$ cat src/design/llps_pkg.sv
// Shared types, codes and sizes for the LL(1) parse engine.
`timescale 1ns / 1ps
package llps_pkg;

    localparam int NT_W      = 6;
    localparam int T_W       = 6;
    localparam int PROD_W    = 8;
    localparam int POS_W     = 3;
    localparam int LEN_W     = 4;
    localparam int SYM_W     = 8;
    localparam int TBL_AW    = NT_W + T_W;
    localparam int RHS_AW    = PROD_W + POS_W;
    localparam int SP_W      = 9;
    localparam int STK_AW    = 8;
    localparam int STACK_DEPTH = 256;
    localparam int RHS_MAX   = 8;
    localparam int EXP_W     = 6;
    localparam int EXPANSION_LIMIT = 63;
    localparam int IN_W      = 2 + NT_W + T_W + PROD_W + 1 + POS_W + LEN_W + 2 + NT_W;
    localparam int QDEPTH    = 2;

    typedef enum logic [1:0] {
        OP_TABLE = 2'd0,
        OP_RHS   = 2'd1,
        OP_PUSH  = 2'd2,
        OP_PARSE = 2'd3
    } op_t;

    localparam logic [1:0] KIND_TERM    = 2'd1;
    localparam logic [1:0] KIND_NONTERM = 2'd2;

    typedef enum logic [2:0] {
        ST_EXPAND   = 3'd0,
        ST_MATCH    = 3'd1,
        ST_ACK      = 3'd2,
        ST_EMPTY    = 3'd3,
        ST_MISS     = 3'd4,
        ST_MISMATCH = 3'd5,
        ST_OVERFLOW = 3'd6
    } status_t;

    // One classified command from the front end.
    typedef struct packed {
        op_t                opcode;
        logic [TBL_AW-1:0]  tbl_addr;
        logic [T_W-1:0]     lookahead;
        logic [PROD_W-1:0]  prod;
        logic               entry_valid;
        logic [POS_W-1:0]   pos;
        logic [LEN_W-1:0]   len;
        logic [SYM_W-1:0]   sym;
    } cmd_t;

    typedef enum logic [2:0] {
        S_IDLE,
        S_POP,
        S_SYM,
        S_LOOK,
        S_LEN,
        S_PUSH,
        S_OUT,
        S_CLR
    } eng_state_t;

endpackage

$ cat src/design/llps_front.sv
// Front end: accepts input transfers, clamps lengths and queues commands.
`timescale 1ns / 1ps
module llps_front
    import llps_pkg::*;
(
    input  logic            clk,
    input  logic            rst_n,
    input  logic            s_tvalid,
    output logic            s_tready,
    input  logic [IN_W-1:0] s_tdata,
    output logic            cmd_valid,
    input  logic            cmd_ready,
    output cmd_t            cmd
);

    cmd_t              q_mem [QDEPTH];
    logic              wr_ptr_reg, wr_ptr_next, rd_ptr_reg, rd_ptr_next;
    logic [1:0]        cnt_reg, cnt_next;
    cmd_t              in_cmd;
    logic [LEN_W-1:0]  raw_len;
    logic              push, pop;

    // Unpack the input fields into a command.
    always_comb
    begin
        raw_len              = s_tdata[29:26];
        in_cmd.opcode        = op_t'(s_tdata[1:0]);
        in_cmd.tbl_addr      = {s_tdata[7:2], s_tdata[13:8]};
        in_cmd.lookahead     = s_tdata[13:8];
        in_cmd.prod          = s_tdata[21:14];
        in_cmd.entry_valid   = s_tdata[22];
        in_cmd.pos           = s_tdata[25:23];
        in_cmd.len           = (raw_len > LEN_W'(RHS_MAX)) ? LEN_W'(RHS_MAX) : raw_len;
        in_cmd.sym           = {s_tdata[31:30], s_tdata[37:32]};
    end

    assign s_tready  = (cnt_reg != 2'(QDEPTH));
    assign push      = s_tvalid && s_tready;
    assign cmd_valid = (cnt_reg != 2'd0);
    assign pop       = cmd_valid && cmd_ready;
    assign cmd       = q_mem[rd_ptr_reg];

    always_comb
    begin
        wr_ptr_next = push ? ~wr_ptr_reg : wr_ptr_reg;
        rd_ptr_next = pop ? ~rd_ptr_reg : rd_ptr_reg;
        cnt_next    = cnt_reg + 2'(push) - 2'(pop);
    end

    always_ff @(posedge clk or negedge rst_n)
    begin
        if (!rst_n)
        begin
            wr_ptr_reg <= 1'b0;
            rd_ptr_reg <= 1'b0;
            cnt_reg    <= 2'd0;
        end
        else
        begin
            wr_ptr_reg <= wr_ptr_next;
            rd_ptr_reg <= rd_ptr_next;
            cnt_reg    <= cnt_next;
        end
    end

    always_ff @(posedge clk)
    begin
        if (push)
        begin
            q_mem[wr_ptr_reg] <= in_cmd;
        end
    end

    assert property (@(posedge clk) disable iff (!rst_n) cnt_reg <= 2'(QDEPTH))
        else $error("command queue count out of range");
    assert property (@(posedge clk) disable iff (!rst_n)
        (cnt_reg == 2'(QDEPTH)) |-> !s_tready)
        else $error("queue accepts when full");
    assert property (@(posedge clk) disable iff (!rst_n)
        (push && !pop) |=> (cnt_reg == $past(cnt_reg) + 2'd1))
        else $error("queue count missed a write");

endmodule

$ cat config.mk
export PLATFORM = sky130hd
export DESIGN_NAME = llps_front
export DESIGN_NICKNAME = d
export VERILOG_FILES = /design/src/design/llps_pkg.sv /design/src/design/llps_front.sv
export SDC_FILE = /design/constraint.sdc
export NUM_CORES = 1
export LEC_CHECK = 0
export BUFFER_PORTS_ARGS = -buffer_cell sky130_fd_sc_hd__buf_4
export CAP_MARGIN = 15
export CORE_MARGIN = 8
export CORE_UTILIZATION = 55
export CTS_CLUSTER_DIAMETER = 50
export CTS_CLUSTER_SIZE = 25
export DETAILED_ROUTE_END_ITERATION = 8
export PLACE_DENSITY = 0.82
export RECOVER_POWER = 50
export SETUP_SLACK_MARGIN = 0.4
export SLEW_MARGIN = 25
export SYNTH_ARGS = -nofsm -noshare
export SYNTH_HDL_FRONTEND = slang
export SYNTH_SLANG_ARGS = --single-unit
$ cat constraint.sdc
create_clock -name clk -period 7.9 [get_ports clk]
set_input_delay 0.395 -clock clk [delete_from_list [all_inputs] [get_ports clk]]
set_output_delay 0.395 -clock clk [all_outputs]
set_load 0.005 [all_outputs]
==> flow_summary.ini <==
[timing]
finalCriticalPeriod_ns = 3.084
fin_tns_setup_ns = 0
skew_ns = 0.005441
finalSetupViolCount = 0
tightest_slew_ns = 1.890
timing.hold.ws_ns = 0.2639
finalCritPeriodShare = 0.3904
max_freq_mhz = 324.2
relSlewSlack = -0.2648
final-max-slew-violation-count = 20
rsz0062_at_grt = no
hold_violations = 0

[clocking]
numCtsBuffers = 9
cts.path.max_buffers = 2
post_cts_buffers = 0
clkSinkCount = 80
clockRootBuffer = clkbuf_8
cts_tree = built
cts.clk_slew.worst_paths_ns = 0.08
h-tree-depth = 3
clkLatencyLatePin_ns = 0.33

[yosys]
syn-num-nets = 193
yosysSeqAreaShare = 0.7865
postSynth.asyncResetShare = 0.05000
synthTopCellsByCount = edfxtp_1 (76), mux2_2 (38), buf_4 (6)
syn_avg_cell_area_um2 = 20.19
yosysTopAreaCell = edfxtp_1
synth.most_common_cell = edfxtp_1
ys_types = 20
postSynthCellCount = 150
netlist_area_um2 = 3029
synthTopCellsByArea = edfxtp_1 (75%), mux2_2 (14%), dfrtp_1 (3.3%), buf_4 (1.5%), xnor2_1 (0.87%)
synth_top_area_frac = 0.7534
yosysWarnings = 0
synth_flop_cell = edfxtp_1
ys_seq_elements = 80
synth-edff-count = 76

[die]
die_x_um = 90.21
io_pins = 88
core_um2 = 5405
die_h_um = 90.21
start_util = 0.5604
rows = 27
die-area_um2 = 8138

[cells_and_area]
fill_cells = 379
seq_area_um2 = 2382
diodes = 0
nets = 283
layout.cells.non_filler = 316
drive_above_1_share = 0.5287
multiInputGateArea_um2 = 566.8
fin_util = 0.7201
largest_register_ffs = 76
syn2layout_area_growth_pct = 28.50

[global_route]
grt_usage = 0.1487
grt_max_degree = 39
gr-total-overflow = 0
grt_first_pass_wirelength_um = 9135
grt_pass1_vias = 1837
antenna_found_initial = 0

[critical_path]
startpoint_type = flop
crit_family = buffers and inverters
slowest_delay_ns = 0.99
endpoint_kind = output pin
crit_fanout = 23
path_cells = clkbuf_1, mux2_2, buf_4
arrival_ns = 2.69
crit_slowest_cell = clkbuf_1
reg2reg_to = q_mem[0][1]
path_buf_inv = 2
r2r_start = cnt_reg[0]
reg2regPathDepth = 4
crit_cells = 3
cp_data_required_time_ns = 7.51
regToRegSetupSlack_ns = 5.18
crit_type = reg2out

[routing]
detail_route.iter0.violations = 74
vias = 1612
first_pass_iters = 4
post_drt_wl_per_cell_um = 18.69
drc = 0
wirelength_um = 5906
antenna_left = 0
viasPerCell = 5.101

[placement]
finalWeightedCongestion = 0.6824
place_hpwl_um = 4184
dpl.cell_count = 300
port_buffers = 87

[status]
status = finished, violations left
failed_checks = capacitance limit, slew limit

[pwr]
clkPwrFrac = 0.223
leakage_nw = 1.453
netSwitchingFraction = 0.2649
seqPwrFrac = 0.457
vdd_drop_max_mv = 0.1698
p_per_area_nw_per_um2 = 352.7
p_int_mw = 1.009
switchingPower_mw = 0.3637
combPwrFrac = 0.320

[run]
drv_cap = 1

[min_path]
hold_depth = 1
hp-start = s_tdata[25]
worstHoldPathType = in2reg
min_to = q_mem[1][14]
## final cells by class
cell class | instances | share of cell area
Clock inverter | 5 | 0.01864
Sequential cell | 80 | 0.6120
Clock buffer | 10 | 0.03279
Multi-Input combinational cell | 59 | 0.1456
Timing Repair Buffer | 90 | 0.1678
Tap cell | 72 | 0.02314
## cells in the final DEF, fill, tap and decap left out
cell type      count
clkbuf_8           9
clkinv_2           1
o21ai_0            1
nor2b_1            4
nor2_1             3
buf_16             1
nand2b_1           1
a32oi_1            1
xnor2_1            3
or2_2              1
buf_4             49
clkbuf_4          27
a211oi_1           1
and3_2             1
nand2_1            2
dfrtp_1            4
nand3_1            1
clkbuf_1          13
dlygate4sd3_1      1
edfxtp_1          76
mux2_2            38
clkinv_1           2
ha_1               1
bufinv_16          2
a21bo_1            1
## per-layer routing
| layer | up-vias | GRT usage | share of wire | wire length (um) |
|---|---|---|---|---|
| li1 | 756 | - | - | - |
| met4 | 0 | 0.09015 | 0.022 | 129 |
| met2 | 41 | 0.2767 | 0.58 | 3419 |
| met1 | 804 | 0.1388 | 0.35 | 2064 |
| met3 | 11 | 0.04489 | 0.050 | 293 |
| met5 | - | 0 | 0 | 0 |
## power by group through the flow
stage / Sequential (mW) / Combinational (mW) / Clock [mW]
CTS: 0.629 / 0.457 / 0.312
finish: 0.627 / 0.440 / 0.306
global route: 0.638 / 0.474 / 0.329
detailed placement: 0.638 / 0.454 / 0
floorplan: 0.614 / 0.255 / 0
global placement: 0.633 / 0.435 / 0
## cells by family after synthesis
| logic type | count (synthesis) | synth area share |
|---|---|---|
| flip-flops | 80 | 0.7865 |
| adder cells (fa/ha/maj) | 1 | 0.004130 |
| XOR/XNOR | 3 | 0.008676 |
| AO/OA/AOI/OAI | 4 | 0.01033 |
| multiplexers | 38 | 0.1413 |
| buffers and inverters | 11 | 0.02685 |
| AND/OR/NAND/NOR | 13 | 0.02231 |
## through the flow
step	worst slack, ns	cell area [um^2]	power [mW]
after floorplan	5.204	3029	0.8689
after global placement	5.756	3707	1.068
after detailed placement	5.747	3735	1.092
after CTS	5.378	3945	1.397
after global routing	4.618	3892	1.442
final	4.816	3892	1.373
## how the worst max path moves through the flow
stage | start | end | slack, ns
after floorplan | cnt_reg[0] | q_mem[0][0] | 5.20
after global placement | rd_ptr_reg | cmd[17] | 5.76
after detailed placement | rd_ptr_reg | cmd[33] | 5.75
after CTS | rd_ptr_reg | cmd[33] | 5.38
after global routing | rd_ptr_reg | cmd[33] | 4.62
final | rd_ptr_reg | cmd[33] | 4.82
## what timing repair did
action,CTS,global route
hold buffers,1,0
hold endpoints to repair,4,0
resized for setup,0,0
No activity file was read; power rests on OpenSTA's default activity.
